--- config.mk ---
export PLATFORM = sky130hd
export DESIGN_NAME = round_robin_process_scheduler_flat
export DESIGN_NICKNAME = d
export VERILOG_FILES = /design/src/design/rrps_pkg.sv /design/src/design/rrps_chan_if.sv /design/src/design/round_robin_process_scheduler.sv /design/src/design/rrps_dp.sv /design/src/design/rrps_ctrl.sv /design/src/flat_wrapper.sv
export SDC_FILE = /design/constraint.sdc
export NUM_CORES = 2
export LEC_CHECK = 0
export BUFFER_PORTS_ARGS = -buffer_cell sky130_fd_sc_hd__buf_2
export CORE_ASPECT_RATIO = 1.75
export CORE_MARGIN = 4
export CORE_UTILIZATION = 40
export DETAILED_ROUTE_END_ITERATION = 8
export PLACE_DENSITY = 0.53
export REMOVE_ABC_BUFFERS = 1
export SYNTH_ARGS = -nofsm -noshare
export SYNTH_HDL_FRONTEND = slang
export SYNTH_SLANG_ARGS = --single-unit
export TNS_END_PERCENT = 100
--- constraint.sdc ---
create_clock -name clk -period 30.6 [get_ports clk]
set_clock_uncertainty 0.15 [all_clocks]
set_input_delay 1.53 -clock clk [delete_from_list [all_inputs] [get_ports clk]]
set_output_delay 1.53 -clock clk [all_outputs]
set_load 0.02 [all_outputs]
--- src/design/rrps_pkg.sv ---
// ----------------------------------------------------------------------------
// rrps_pkg: shared types and codes of the round-robin process scheduler
// Request and response payloads, operation and result codes, slot states,
// and the command/status bundle between controller and datapath.
// ----------------------------------------------------------------------------
package rrps_pkg;

	localparam int MAX_SLOTS_DEF = 16;

	// request operations
	localparam logic [2:0] OP_CREATE_KERN = 3'd0;
	localparam logic [2:0] OP_CREATE_USER = 3'd1;
	localparam logic [2:0] OP_TICK        = 3'd2;
	localparam logic [2:0] OP_EXIT        = 3'd3;
	localparam logic [2:0] OP_QUERY       = 3'd4;

	// response status
	localparam logic [1:0] RES_OK      = 2'd0;
	localparam logic [1:0] RES_FULL    = 2'd1;
	localparam logic [1:0] RES_NO_SLOT = 2'd2;
	localparam logic [1:0] RES_HALTED  = 2'd3;

	// slot states
	localparam logic [1:0] SLOT_DEAD    = 2'd0;
	localparam logic [1:0] SLOT_READY   = 2'd1;
	localparam logic [1:0] SLOT_RUNNING = 2'd2;

	// initial frame sizes below the stack top
	localparam logic [31:0] KERN_FRAME = 32'd68;
	localparam logic [31:0] USER_FRAME = 32'd76;

	typedef struct packed {
		logic [2:0]  op;
		logic [31:0] saved_esp;
		logic [31:0] new_stack_top;
		logic [31:0] new_root;
	} req_t;

	typedef struct packed {
		logic [1:0]  status;
		logic [31:0] new_pid;
		logic [31:0] running_pid;
		logic [31:0] resume_esp;
		logic [31:0] resume_root;
		logic [31:0] kstack_top_out;
		logic        load_kstack;
		logic        switched;
	} rsp_t;

	typedef logic [3:0] cmd_code_t;

	localparam cmd_code_t CMD_NONE       = 4'd0;
	localparam cmd_code_t CMD_LOAD       = 4'd1;
	localparam cmd_code_t CMD_HALT_RES   = 4'd2;
	localparam cmd_code_t CMD_QUERY_RES  = 4'd3;
	localparam cmd_code_t CMD_FULL_RES   = 4'd4;
	localparam cmd_code_t CMD_SCAN_START = 4'd5;
	localparam cmd_code_t CMD_SCAN       = 4'd6;
	localparam cmd_code_t CMD_NOFREE_RES = 4'd7;
	localparam cmd_code_t CMD_CREATE     = 4'd8;
	localparam cmd_code_t CMD_LINK       = 4'd9;
	localparam cmd_code_t CMD_LEAVE      = 4'd10;
	localparam cmd_code_t CMD_FOLLOW     = 4'd11;
	localparam cmd_code_t CMD_SELECT     = 4'd12;
	localparam cmd_code_t CMD_STOP_RES   = 4'd13;
	localparam cmd_code_t CMD_REPORT     = 4'd14;
	localparam cmd_code_t CMD_PUSH       = 4'd15;

	typedef struct packed {
		cmd_code_t code;
	} dp_cmd_t;

	typedef struct packed {
		logic halted;
		logic is_create;
		logic is_tick;
		logic is_exit;
		logic full;
		logic slot_free;
		logic scan_last;
		logic walk_hit;
		logic walk_end;
	} dp_sts_t;

endpackage

--- src/design/rrps_chan_if.sv ---
// ----------------------------------------------------------------------------
// rrps_chan_if: valid/ready channel
// Carries one payload of type T from a source to a sink.
// ----------------------------------------------------------------------------
interface rrps_chan_if #(parameter type T = logic) ();
	logic valid;
	logic ready;
	T     data;

	modport source (output valid, output data, input ready);
	modport sink (input valid, input data, output ready);
endinterface

--- src/design/round_robin_process_scheduler.sv ---
// ----------------------------------------------------------------------------
// round_robin_process_scheduler: ring-linked process slot scheduler
// Query, halted and full-table create requests are staged straight from
// decode; any other create first runs the one-slot-per-cycle free scan, and
// a tick or exit first runs the one-hop-per-cycle ring walk through the slot
// table read port. One request at a time; the next is accepted the cycle
// after the response is staged in the output register.
// Reset (async, active low) leaves slot 0 running with pid 1; no clear pass.
// ----------------------------------------------------------------------------
module round_robin_process_scheduler #(
	parameter int MAX_SLOTS = rrps_pkg::MAX_SLOTS_DEF
) (
	input logic         clk,
	input logic         arst_n,
	input logic         cfg_we,
	input logic [31:0]  cfg_wdata,
	rrps_chan_if.sink   req,
	rrps_chan_if.source rsp
);

	rrps_pkg::dp_cmd_t cmd;
	rrps_pkg::dp_sts_t sts;
	rrps_pkg::rsp_t    rsp_data;

	rrps_ctrl u_ctrl (
		.clk       (clk),
		.arst_n    (arst_n),
		.req_valid (req.valid),
		.req_ready (req.ready),
		.rsp_valid (rsp.valid),
		.rsp_ready (rsp.ready),
		.sts       (sts),
		.cmd       (cmd)
	);

	rrps_dp #(
		.MAX_SLOTS (MAX_SLOTS)
	) u_dp (
		.clk       (clk),
		.arst_n    (arst_n),
		.cfg_we    (cfg_we),
		.cfg_wdata (cfg_wdata),
		.req_data  (req.data),
		.rsp_data  (rsp_data),
		.cmd       (cmd),
		.sts       (sts)
	);

	assign rsp.data = rsp_data;

	// an accepted request closes the input until its response is staged
	a_one_at_a_time: assert property (@(posedge clk) disable iff (!arst_n)
		req.valid && req.ready |=> !req.ready)
		else $error("request accepted while another is in flight");

	// staging never overwrites a response still waiting at the output
	a_no_overwrite: assert property (@(posedge clk) disable iff (!arst_n)
		cmd.code == rrps_pkg::CMD_PUSH |-> (!rsp.valid || rsp.ready))
		else $error("response register overwritten before it was taken");

	// a selected slot is always reported in the next cycle
	a_select_report: assert property (@(posedge clk) disable iff (!arst_n)
		cmd.code == rrps_pkg::CMD_SELECT |=> cmd.code == rrps_pkg::CMD_REPORT)
		else $error("slot selection not followed by report");

	// a response appears only from a staged result
	a_rsp_source: assert property (@(posedge clk) disable iff (!arst_n)
		$rose(rsp.valid) |-> $past(cmd.code == rrps_pkg::CMD_PUSH))
		else $error("response valid without a staged result");

endmodule

--- src/design/rrps_dp.sv ---
// ----------------------------------------------------------------------------
// rrps_dp: scheduler datapath
// Slot table memories, current slot, pid counter, ring walk and scan index,
// result staging and output register.
// ----------------------------------------------------------------------------
module rrps_dp #(
	parameter int MAX_SLOTS = rrps_pkg::MAX_SLOTS_DEF
) (
	input  logic             clk,
	input  logic             arst_n,
	input  logic             cfg_we,
	input  logic [31:0]      cfg_wdata,
	input  rrps_pkg::req_t   req_data,
	output rrps_pkg::rsp_t   rsp_data,
	input  rrps_pkg::dp_cmd_t cmd,
	output rrps_pkg::dp_sts_t sts
);

	localparam int IW = $clog2(MAX_SLOTS);
	localparam int CW = $clog2(MAX_SLOTS + 1);
	localparam logic [IW-1:0] LAST_IDX = IW'(MAX_SLOTS - 1);
	localparam logic [CW-1:0] CNT_MAX  = CW'(MAX_SLOTS);
	localparam logic [CW-1:0] CNT_LAST = CW'(MAX_SLOTS - 1);

	// slot record memories: the record fields share one write and one read port, esp and root have their own
	logic [31:0]   pid_mem  [MAX_SLOTS];
	logic [1:0]    st_mem   [MAX_SLOTS];
	logic [IW-1:0] link_mem [MAX_SLOTS];
	logic [31:0]   ks_mem   [MAX_SLOTS];
	logic          user_mem [MAX_SLOTS];
	logic [31:0]   esp_mem  [MAX_SLOTS];
	logic [31:0]   root_mem [MAX_SLOTS];

	logic [MAX_SLOTS-1:0] vld_q;

	// control state
	logic [31:0]   kroot_q;
	logic [IW-1:0] cur_q;
	logic [31:0]   pidc_q;
	logic [CW-1:0] live_q;
	logic          halt_q;
	logic [IW-1:0] idx_q;
	logic [CW-1:0] cnt_q;

	// payload registers
	rrps_pkg::req_t req_q;
	logic [31:0]    cur_pid_q;
	logic [1:0]     cur_st_q;
	logic [IW-1:0]  cur_link_q;
	logic [31:0]    cur_ks_q;
	logic           cur_user_q;
	logic [31:0]    sel_pid_q;
	logic [31:0]    sel_ks_q;
	logic           sel_user_q;
	logic           switched_q;
	rrps_pkg::rsp_t res_q;
	rrps_pkg::rsp_t out_q;

	logic [31:0]   rd_pid_q;
	logic [1:0]    rd_st_q;
	logic [IW-1:0] rd_link_q;
	logic [31:0]   rd_ks_q;
	logic          rd_user_q;
	logic          rd_vld_q;
	logic [IW-1:0] rd_addr_q;
	logic [31:0]   esp_rd_q;
	logic [31:0]   root_rd_q;

	// read data with never-written entries mapped to their reset record
	logic [31:0]   r_pid;
	logic [1:0]    r_st;
	logic [IW-1:0] r_link;
	logic [31:0]   r_ks;
	logic          r_user;

	// walk view: the current slot is taken from its own register
	logic          at_cur;
	logic [31:0]   v_pid;
	logic [1:0]    v_st;
	logic [IW-1:0] v_link;
	logic [31:0]   v_ks;
	logic          v_user;

	logic          is_create;
	logic          is_user_op;
	logic          is_tick;
	logic          is_exit;
	logic          walk_hit;
	logic [IW-1:0] nx;
	logic [31:0]   sel_pid;
	logic [31:0]   sel_ks;
	logic          sel_user;
	logic [31:0]   top;

	logic          rec_we;
	logic [IW-1:0] rec_wa;
	logic [31:0]   w_pid;
	logic [1:0]    w_st;
	logic [IW-1:0] w_link;
	logic [31:0]   w_ks;
	logic          w_user;
	logic          rec_re;
	logic [IW-1:0] rec_ra;
	logic          esp_we;
	logic [IW-1:0] esp_wa;
	logic [31:0]   esp_wd;
	logic          root_we;
	logic [31:0]   root_wd;
	logic          side_re;

	rrps_pkg::rsp_t res_d;
	logic           res_we;

	always_comb begin
		if (rd_vld_q) begin
			r_pid  = rd_pid_q;
			r_st   = rd_st_q;
			r_link = rd_link_q;
			r_ks   = rd_ks_q;
			r_user = rd_user_q;
		end else begin
			r_pid  = (rd_addr_q == '0) ? 32'd1 : 32'd0;
			r_st   = (rd_addr_q == '0) ? rrps_pkg::SLOT_RUNNING : rrps_pkg::SLOT_DEAD;
			r_link = '0;
			r_ks   = '0;
			r_user = 1'b0;
		end
	end

	assign at_cur = (idx_q == cur_q);
	assign v_pid  = at_cur ? cur_pid_q  : r_pid;
	assign v_st   = at_cur ? cur_st_q   : r_st;
	assign v_link = at_cur ? cur_link_q : r_link;
	assign v_ks   = at_cur ? cur_ks_q   : r_ks;
	assign v_user = at_cur ? cur_user_q : r_user;

	assign is_user_op = (req_q.op == rrps_pkg::OP_CREATE_USER);
	assign is_create  = (req_q.op == rrps_pkg::OP_CREATE_KERN) || is_user_op;
	assign is_tick    = (req_q.op == rrps_pkg::OP_TICK);
	assign is_exit    = (req_q.op == rrps_pkg::OP_EXIT);
	assign top        = req_q.new_stack_top;

	assign walk_hit = (v_st == rrps_pkg::SLOT_READY);
	assign nx       = walk_hit ? idx_q : cur_q;
	assign sel_pid  = walk_hit ? v_pid : cur_pid_q;
	assign sel_ks   = walk_hit ? v_ks : cur_ks_q;
	assign sel_user = walk_hit ? v_user : cur_user_q;

	assign sts.halted    = halt_q;
	assign sts.is_create = is_create;
	assign sts.is_tick   = is_tick;
	assign sts.is_exit   = is_exit;
	assign sts.full      = (live_q >= CNT_MAX);
	assign sts.slot_free = (r_st == rrps_pkg::SLOT_DEAD) && (r_pid == 32'd0);
	assign sts.scan_last = (idx_q == LAST_IDX);
	assign sts.walk_hit  = walk_hit;
	// tick checks once more after the last step, exit gives up at its own slot
	assign sts.walk_end  = is_tick ? (cnt_q == CNT_MAX) : (at_cur || (cnt_q == CNT_LAST));

	assign rsp_data = out_q;

	// memory port control
	always_comb begin
		rec_we  = 1'b0;
		rec_wa  = cur_q;
		w_pid   = cur_pid_q;
		w_st    = cur_st_q;
		w_link  = cur_link_q;
		w_ks    = cur_ks_q;
		w_user  = cur_user_q;
		rec_re  = 1'b0;
		rec_ra  = cur_q;
		esp_we  = 1'b0;
		esp_wa  = cur_q;
		esp_wd  = req_q.saved_esp;
		root_we = 1'b0;
		root_wd = kroot_q;
		side_re = 1'b0;
		case (cmd.code)
			rrps_pkg::CMD_LOAD: begin
				rec_re = 1'b1;
				rec_ra = cur_q;
			end
			rrps_pkg::CMD_SCAN_START: begin
				rec_re = 1'b1;
				rec_ra = '0;
			end
			rrps_pkg::CMD_SCAN: begin
				rec_re = 1'b1;
				rec_ra = idx_q + 1'b1;
			end
			rrps_pkg::CMD_CREATE: begin
				rec_we  = 1'b1;
				rec_wa  = idx_q;
				w_pid   = pidc_q;
				w_st    = rrps_pkg::SLOT_READY;
				w_link  = cur_link_q;
				w_ks    = is_user_op ? top : 32'd0;
				w_user  = is_user_op;
				esp_we  = 1'b1;
				esp_wa  = idx_q;
				esp_wd  = top - (is_user_op ? rrps_pkg::USER_FRAME : rrps_pkg::KERN_FRAME);
				root_we = 1'b1;
				root_wd = is_user_op ? req_q.new_root : kroot_q;
			end
			rrps_pkg::CMD_LINK: begin
				rec_we = 1'b1;
				rec_wa = cur_q;
				w_link = idx_q;
			end
			rrps_pkg::CMD_LEAVE: begin
				rec_we = 1'b1;
				rec_wa = cur_q;
				w_pid  = r_pid;
				w_st   = is_tick ? rrps_pkg::SLOT_READY : rrps_pkg::SLOT_DEAD;
				w_link = r_link;
				w_ks   = r_ks;
				w_user = r_user;
				esp_we = 1'b1;
				esp_wa = cur_q;
				esp_wd = req_q.saved_esp;
				rec_re = 1'b1;
				rec_ra = r_link;
			end
			rrps_pkg::CMD_FOLLOW: begin
				rec_re = 1'b1;
				rec_ra = v_link;
			end
			rrps_pkg::CMD_SELECT: begin
				rec_we  = 1'b1;
				rec_wa  = nx;
				w_pid   = sel_pid;
				w_st    = rrps_pkg::SLOT_RUNNING;
				w_link  = walk_hit ? v_link : cur_link_q;
				w_ks    = sel_ks;
				w_user  = sel_user;
				side_re = 1'b1;
			end
			default: ;
		endcase
	end

	// result staging
	always_comb begin
		res_d  = '0;
		res_we = 1'b1;
		case (cmd.code)
			rrps_pkg::CMD_HALT_RES, rrps_pkg::CMD_STOP_RES: begin
				res_d.status = rrps_pkg::RES_HALTED;
			end
			rrps_pkg::CMD_QUERY_RES: begin
				res_d.running_pid = r_pid;
			end
			rrps_pkg::CMD_FULL_RES: begin
				res_d.status      = rrps_pkg::RES_FULL;
				res_d.running_pid = r_pid;
			end
			rrps_pkg::CMD_NOFREE_RES: begin
				res_d.status      = rrps_pkg::RES_NO_SLOT;
				res_d.running_pid = cur_pid_q;
			end
			rrps_pkg::CMD_CREATE: begin
				res_d.new_pid     = pidc_q;
				res_d.running_pid = cur_pid_q;
			end
			rrps_pkg::CMD_REPORT: begin
				res_d.running_pid    = sel_pid_q;
				res_d.resume_esp     = esp_rd_q;
				res_d.resume_root    = sel_user_q ? root_rd_q : kroot_q;
				res_d.kstack_top_out = sel_ks_q;
				res_d.load_kstack    = (sel_ks_q != 32'd0);
				res_d.switched       = switched_q;
			end
			default: res_we = 1'b0;
		endcase
	end

	always_ff @(posedge clk or negedge arst_n) begin
		if (!arst_n) begin
			kroot_q <= '0;
			cur_q   <= '0;
			pidc_q  <= 32'd2;
			live_q  <= CW'(1);
			halt_q  <= 1'b0;
			idx_q   <= '0;
			cnt_q   <= '0;
			vld_q   <= '0;
		end else begin
			if (cfg_we) begin
				kroot_q <= cfg_wdata;
			end
			if (rec_we) begin
				vld_q[rec_wa] <= 1'b1;
			end
			case (cmd.code)
				rrps_pkg::CMD_SCAN_START: idx_q <= '0;
				rrps_pkg::CMD_SCAN: idx_q <= idx_q + 1'b1;
				rrps_pkg::CMD_CREATE: begin
					pidc_q <= pidc_q + 32'd1;
					live_q <= live_q + 1'b1;
				end
				rrps_pkg::CMD_LEAVE: begin
					idx_q <= r_link;
					cnt_q <= '0;
					if (is_exit && (live_q != '0)) begin
						live_q <= live_q - 1'b1;
					end
				end
				rrps_pkg::CMD_FOLLOW: begin
					idx_q <= v_link;
					cnt_q <= cnt_q + 1'b1;
				end
				rrps_pkg::CMD_SELECT: cur_q <= nx;
				rrps_pkg::CMD_STOP_RES: halt_q <= 1'b1;
				default: ;
			endcase
		end
	end

	always_ff @(posedge clk) begin
		case (cmd.code)
			rrps_pkg::CMD_LOAD: req_q <= req_data;
			rrps_pkg::CMD_SCAN_START, rrps_pkg::CMD_LEAVE: begin
				cur_pid_q  <= r_pid;
				cur_st_q   <= is_tick ? rrps_pkg::SLOT_READY : r_st;
				cur_link_q <= r_link;
				cur_ks_q   <= r_ks;
				cur_user_q <= r_user;
			end
			rrps_pkg::CMD_SELECT: begin
				sel_pid_q  <= sel_pid;
				sel_ks_q   <= sel_ks;
				sel_user_q <= sel_user;
				switched_q <= (nx != cur_q);
			end
			rrps_pkg::CMD_PUSH: out_q <= res_q;
			default: ;
		endcase
		if (res_we) begin
			res_q <= res_d;
		end
	end

	// slot record memory
	always_ff @(posedge clk) begin
		if (rec_we) begin
			pid_mem[rec_wa]  <= w_pid;
			st_mem[rec_wa]   <= w_st;
			link_mem[rec_wa] <= w_link;
			ks_mem[rec_wa]   <= w_ks;
			user_mem[rec_wa] <= w_user;
		end
		if (rec_re) begin
			rd_pid_q  <= pid_mem[rec_ra];
			rd_st_q   <= st_mem[rec_ra];
			rd_link_q <= link_mem[rec_ra];
			rd_ks_q   <= ks_mem[rec_ra];
			rd_user_q <= user_mem[rec_ra];
			rd_vld_q  <= vld_q[rec_ra];
			rd_addr_q <= rec_ra;
		end
	end

	// saved stack pointer memory
	always_ff @(posedge clk) begin
		if (esp_we) begin
			esp_mem[esp_wa] <= esp_wd;
		end
		if (side_re) begin
			esp_rd_q <= esp_mem[nx];
		end
	end

	// address-space root memory
	always_ff @(posedge clk) begin
		if (root_we) begin
			root_mem[idx_q] <= root_wd;
		end
		if (side_re) begin
			root_rd_q <= root_mem[nx];
		end
	end

endmodule

--- src/design/rrps_ctrl.sv ---
// ----------------------------------------------------------------------------
// rrps_ctrl: scheduler controller
// Sequences one request through decode, free-slot scan or ring walk,
// result staging and the output register handshake.
// ----------------------------------------------------------------------------
module rrps_ctrl (
	input  logic              clk,
	input  logic              arst_n,
	input  logic              req_valid,
	output logic              req_ready,
	output logic              rsp_valid,
	input  logic              rsp_ready,
	input  rrps_pkg::dp_sts_t sts,
	output rrps_pkg::dp_cmd_t cmd
);

	localparam logic [2:0] S_IDLE   = 3'd0;
	localparam logic [2:0] S_DEC    = 3'd1;
	localparam logic [2:0] S_SCAN   = 3'd2;
	localparam logic [2:0] S_LINK   = 3'd3;
	localparam logic [2:0] S_WALK   = 3'd4;
	localparam logic [2:0] S_REPORT = 3'd5;
	localparam logic [2:0] S_PUSH   = 3'd6;

	logic [2:0] state_q;
	logic [2:0] state_d;
	logic       out_valid_q;
	logic       push_ok;

	assign req_ready = (state_q == S_IDLE);
	assign rsp_valid = out_valid_q;
	assign push_ok   = !out_valid_q || rsp_ready;

	always_comb begin
		state_d  = state_q;
		cmd.code = rrps_pkg::CMD_NONE;
		unique case (state_q)
			S_IDLE: begin
				if (req_valid) begin
					cmd.code = rrps_pkg::CMD_LOAD;
					state_d  = S_DEC;
				end
			end
			S_DEC: begin
				if (sts.halted) begin
					cmd.code = rrps_pkg::CMD_HALT_RES;
					state_d  = S_PUSH;
				end else if (sts.is_create) begin
					if (sts.full) begin
						cmd.code = rrps_pkg::CMD_FULL_RES;
						state_d  = S_PUSH;
					end else begin
						cmd.code = rrps_pkg::CMD_SCAN_START;
						state_d  = S_SCAN;
					end
				end else if (sts.is_tick || sts.is_exit) begin
					cmd.code = rrps_pkg::CMD_LEAVE;
					state_d  = S_WALK;
				end else begin
					cmd.code = rrps_pkg::CMD_QUERY_RES;
					state_d  = S_PUSH;
				end
			end
			S_SCAN: begin
				if (sts.slot_free) begin
					cmd.code = rrps_pkg::CMD_CREATE;
					state_d  = S_LINK;
				end else if (sts.scan_last) begin
					cmd.code = rrps_pkg::CMD_NOFREE_RES;
					state_d  = S_PUSH;
				end else begin
					cmd.code = rrps_pkg::CMD_SCAN;
				end
			end
			S_LINK: begin
				cmd.code = rrps_pkg::CMD_LINK;
				state_d  = S_PUSH;
			end
			S_WALK: begin
				// a tick that finds nothing else keeps the current slot
				if (sts.walk_hit || (sts.walk_end && sts.is_tick)) begin
					cmd.code = rrps_pkg::CMD_SELECT;
					state_d  = S_REPORT;
				end else if (sts.walk_end) begin
					cmd.code = rrps_pkg::CMD_STOP_RES;
					state_d  = S_PUSH;
				end else begin
					cmd.code = rrps_pkg::CMD_FOLLOW;
				end
			end
			S_REPORT: begin
				cmd.code = rrps_pkg::CMD_REPORT;
				state_d  = S_PUSH;
			end
			S_PUSH: begin
				if (push_ok) begin
					cmd.code = rrps_pkg::CMD_PUSH;
					state_d  = S_IDLE;
				end
			end
			default: state_d = S_IDLE;
		endcase
	end

	always_ff @(posedge clk or negedge arst_n) begin
		if (!arst_n) begin
			state_q     <= S_IDLE;
			out_valid_q <= 1'b0;
		end else begin
			state_q <= state_d;
			if (cmd.code == rrps_pkg::CMD_PUSH) begin
				out_valid_q <= 1'b1;
			end else if (rsp_ready) begin
				out_valid_q <= 1'b0;
			end
		end
	end

endmodule

--- src/flat_wrapper.sv ---
// flat-port wrapper written by rule: the top's interface ports become plain ports
module round_robin_process_scheduler_flat import rrps_pkg::*;
#(
	parameter int MAX_SLOTS = rrps_pkg::MAX_SLOTS_DEF
)
  (clk, arst_n, cfg_we, cfg_wdata, req_valid, req_data, req_ready, rsp_valid, rsp_data, rsp_ready);
  rrps_chan_if #(.T(req_t)) req_i ();
  rrps_chan_if #(.T(rsp_t)) rsp_i ();
  input logic clk;
  input logic arst_n;
  input logic cfg_we;
  input logic [31:0] cfg_wdata;
  input wire logic [$bits(req_i.valid)-1:0] req_valid;
  input wire logic [$bits(req_i.data)-1:0] req_data;
  output wire logic [$bits(req_i.ready)-1:0] req_ready;
  output wire logic [$bits(rsp_i.valid)-1:0] rsp_valid;
  output wire logic [$bits(rsp_i.data)-1:0] rsp_data;
  input wire logic [$bits(rsp_i.ready)-1:0] rsp_ready;
  assign req_i.valid = req_valid;
  assign req_i.data = req_data;
  assign req_ready = req_i.ready;
  assign rsp_valid = rsp_i.valid;
  assign rsp_data = rsp_i.data;
  assign rsp_i.ready = rsp_ready;
  round_robin_process_scheduler #(.MAX_SLOTS(MAX_SLOTS)) u_core (.clk(clk), .arst_n(arst_n), .cfg_we(cfg_we), .cfg_wdata(cfg_wdata), .req(req_i), .rsp(rsp_i));
endmodule
==> impl_metrics.env <==
export IMPL_outcome="finished, final reports clean"
export IMPL_cts_buffers_inserted=284
export IMPL_io_buffers=301
export IMPL_hold_path_depth=0
export IMPL_min_from="u_core.u_dp.res_q[125]"
export IMPL_postSynth_asyncResetShare=0.0347
export IMPL_synth_edf_count=2864
export IMPL_path_buf_inv=3
export IMPL_h_tree_depth=5
export IMPL_final_cells=10500
export IMPL_power_static_leakage_nw=43.4
export IMPL_drt_initial_drc_count=5998
export IMPL_min_period_ns=7.52
export IMPL_fin_crit_sh=0.246
export IMPL_worstSetupPathType="reg -> reg"
export IMPL_antenna_found_initial=24
export IMPL_hold_end="u_core.u_dp.rsp_data[125]"
export IMPL_critPathSlowestCell="buf_4"
export IMPL_reg2reg_slack_ns=23.08
export IMPL_ant_nets=0
export IMPL_synth_area_top_cells="edfxtp_1, mux2i_1, mux4_2, dfrtp_1, o22ai_1"
export IMPL_track_usage=0.220
export IMPL_crit_required_ns=31.03
export IMPL_fp_coreArea_um2=284000
export IMPL_ir_worst_vdd_mv=0.231
export IMPL_dr_pass1_iters=8
export IMPL_nNetsFinal=6652
export IMPL_cts_root_buffer="clkbuf_16"
export IMPL_gp_congestion=0.820
export IMPL_areaGrowthSynthToFinish_pct=14.0
export IMPL_synth_avg_cell_area_um2=18.8
export IMPL_wl_um=330000
export IMPL_grt_max_degree=145
export IMPL_path_cells="nor4_1 -> nand4_1 -> o21ai_1 -> a211oi_2 -> nor2_1 -> o21ai_1 -> a32oi_4 -> buf_12 -> buf_12 -> buf_4 -> mux2i_1 -> o22ai_1 -> or4_1"
export IMPL_synth_warnings=0
export IMPL_postSynthCellCount=6076
export IMPL_dp_cells=9999
export IMPL_netlist_area_leader_share=0.754
export IMPL_startpoint_type="flop"
export IMPL_routed_top_layer="met5"
export IMPL_grt_pass1_vias=61800
export IMPL_crit_path_end_kind="flop"
export IMPL_clock_fmax_mhz=133
export IMPL_clkTransAtPathRegs_ns=0.07
export IMPL_max_cap_viol_count=0
export IMPL_clock_sinks=2967
export IMPL_grt_remaining_overflow=0
export IMPL_worst_pin_slew_ns=1.31
export IMPL_tns_ns=0
export IMPL_yosysSeqAreaShare=0.776
export IMPL_rsz0062_at_grt="no"
export IMPL_grt_pass1_wl_um=463000
export IMPL_die_h_um=715
export IMPL_synth_ff_type="edfxtp_1"
export IMPL_wl_met1_um=130000
export IMPL_ys_ff_latch=2967
export IMPL_maxSlewHeadroom=0.126
export IMPL_wl_per_cell_um=31.4
export IMPL_r2r_start="u_core.u_dp.rd_pid_q[9]"
export IMPL_synth_largest_area_cell="edfxtp_1"
export IMPL_fp_row_count=259
export IMPL_arrival_ns=7.95
export IMPL_r2r_end="u_core.u_dp.rd_ks_q[31]"
export IMPL_drive_gt1_frac=0.205
export IMPL_drc=0
export IMPL_cp_max_fo=128
export IMPL_io_pins=302
export IMPL_wl_met2_um=170000
export IMPL_met3_length_um=18900
export IMPL_ys_types=81
export IMPL_vias=59800
export IMPL_vias_per_cell=5.69
export IMPL_slew_viol_final=0
export IMPL_insertion_delay_ns=0.93
export IMPL_final_hold_viol_count=0
export IMPL_hold_class="reg -> reg"
export IMPL_cts_tree="done"
export IMPL_post_dp_hpwl_um=181000
export IMPL_path_delay_family="simple AND/OR/NAND/NOR gates"
export IMPL_syn_area_um2=114000
export IMPL_clockBufferDepth=4
export IMPL_finalPower_mw=14.5
export IMPL_fp_dieArea_um2=294000
export IMPL_cts_setup_buffers=0
export IMPL_hold_buffers=0
export IMPL_setup_viol=0
export IMPL_fp_dieW_um=412
export IMPL_rr_worst_depth=13
export IMPL_power_density_nw_per_um2=111
export IMPL_post_cts_resized=0
export IMPL_start_util=0.402
export IMPL_cpPeakStageDelay_ns=0.95
state kept, by name (all words and copies together) (netlist names), 64 cells and up:
| register | count |
|---|---|
| u_core.u_dp.link_mem | 64 |
| u_core.u_dp.rsp_data | 164 |
| u_core.u_dp.pid_mem | 512 |
| u_core.u_dp.esp_mem | 512 |
| u_core.u_dp.req_q | 67 |
| u_core.u_dp.res_q | 164 |
| u_core.u_dp.ks_mem | 512 |
| u_core.u_dp.root_mem | 512 |
synth_stat cells (5+ instances only):
library cell	count
buf_1	25
nand3_1	22
a21oi_1	40
nor2b_1	10
xnor2_1	42
o22ai_1	290
o21ai_0	111
mux2i_1	617
or3_1	5
a221o_1	12
a211o_1	32
inv_1	56
nor2_1	137
edfxtp_1	2864
a22o_1	11
and3_1	11
a211oi_1	65
nand4_1	10
a31oi_1	77
clkbuf_1	188
a22oi_1	38
nor4_1	21
nand2_1	311
o21ai_1	9
mux4_2	256
o21bai_1	13
a21o_1	6
mux2_2	131
buf_2	74
and2_1	206
dfrtp_1	101
a222oi_1	21
or4_1	75
ha_1	13
buf_6	12
nand2b_1	15
buf_4	23
nor3_1	23
xor2_1	21
or2_2	13
cells by family (layout without fill, tap and decap cells):
| family | after synthesis | after routing | synth area share |
|---|---|---|---|
| compound gates | 764 | 764 | 0.0449 |
| xor+xnor | 67 | 67 | 0.00550 |
| fa+ha+maj | 15 | 15 | 0.00178 |
| buf+inv | 380 | 1018 | 0.0149 |
| flops | 2967 | 2967 | 0.776 |
| mux | 1004 | 1004 | 0.118 |
| other cells | 0 | 6 | 0 |
| simple gates | 879 | 879 | 0.0392 |
area by class of cell:
class,instances,area [µm²]
Clock buffer,344,7580
Antenna cell,6,15.0
Multi-Input combinational cell,2729,24500
Clock inverter,155,1700
Sequential cell,2967,88600
Tap cell,3784,4730
Inverter,58,225
Fill cell,24100,154000
Timing Repair Buffer,461,2800
worst max path at each step:
| stage | cells after the start | endpoint | from | slack, ns |
|---|---|---|---|---|
| after global placement | 13 | u_core.u_dp.rd_pid_q[10] | u_core.u_dp.rd_pid_q[9] | 23.20 |
| after detailed placement | 13 | u_core.u_dp.rd_pid_q[6] | u_core.u_dp.rd_pid_q[29] | 23.13 |
| after floorplan | 7 | u_core.u_dp.rd_addr_q[0] | u_core.u_dp.rd_vld_q | -23.48 |
| final | 13 | u_core.u_dp.rd_ks_q[31] | u_core.u_dp.rd_pid_q[9] | 23.08 |
| after CTS | 13 | u_core.u_dp.rd_ks_q[31] | u_core.u_dp.rd_pid_q[29] | 23.05 |
| after global routing | 13 | u_core.u_dp.rd_ks_q[31] | u_core.u_dp.rd_pid_q[29] | 22.71 |
through the flow:
| step | area (µm²) | hold WS, ns | setup WS (ns) | utilization |
|---|---|---|---|---|
| CTS | 130000 | 0.236 | 23.05 | 0.458 |
| global route | 130000 | 0.242 | 22.71 | 0.458 |
| floorplan | 113000 | 0.250 | -23.48 | - |
| finish | 130000 | 0.245 | 23.08 | 0.458 |
| detailed placement | 121000 | 0.255 | 23.13 | 0.425 |
| global placement | 121000 | 0.251 | 23.20 | 0.425 |
power by group:
part           internal (mW)  switching (mW)
clock                   2.04            1.54
sequential              5.70           0.260
combinational           1.76            3.17
total                   9.50            4.98
per-layer routing:
layer,vias to the layer above,GRT usage
li1,25200,-
met1,31700,0.280
met2,2259,0.388
met4,4,0.0724
met5,-,0
met3,542,0.0292
cell usage in the layout, fill, tap and decap left out, drive strengths merged, types with 76 or more instances in the layout:
master / count
nor2: 138
o21ai: 121
a31oi: 79
mux2i: 617
dfrtp: 101
mux2: 131
clkbuf: 344
nand2: 315
buf: 461
mux4: 256
or4: 76
edfxtp: 2864
o22ai: 290
clkinv: 97
and2: 206
No activity file was read; power rests on OpenSTA's default activity.
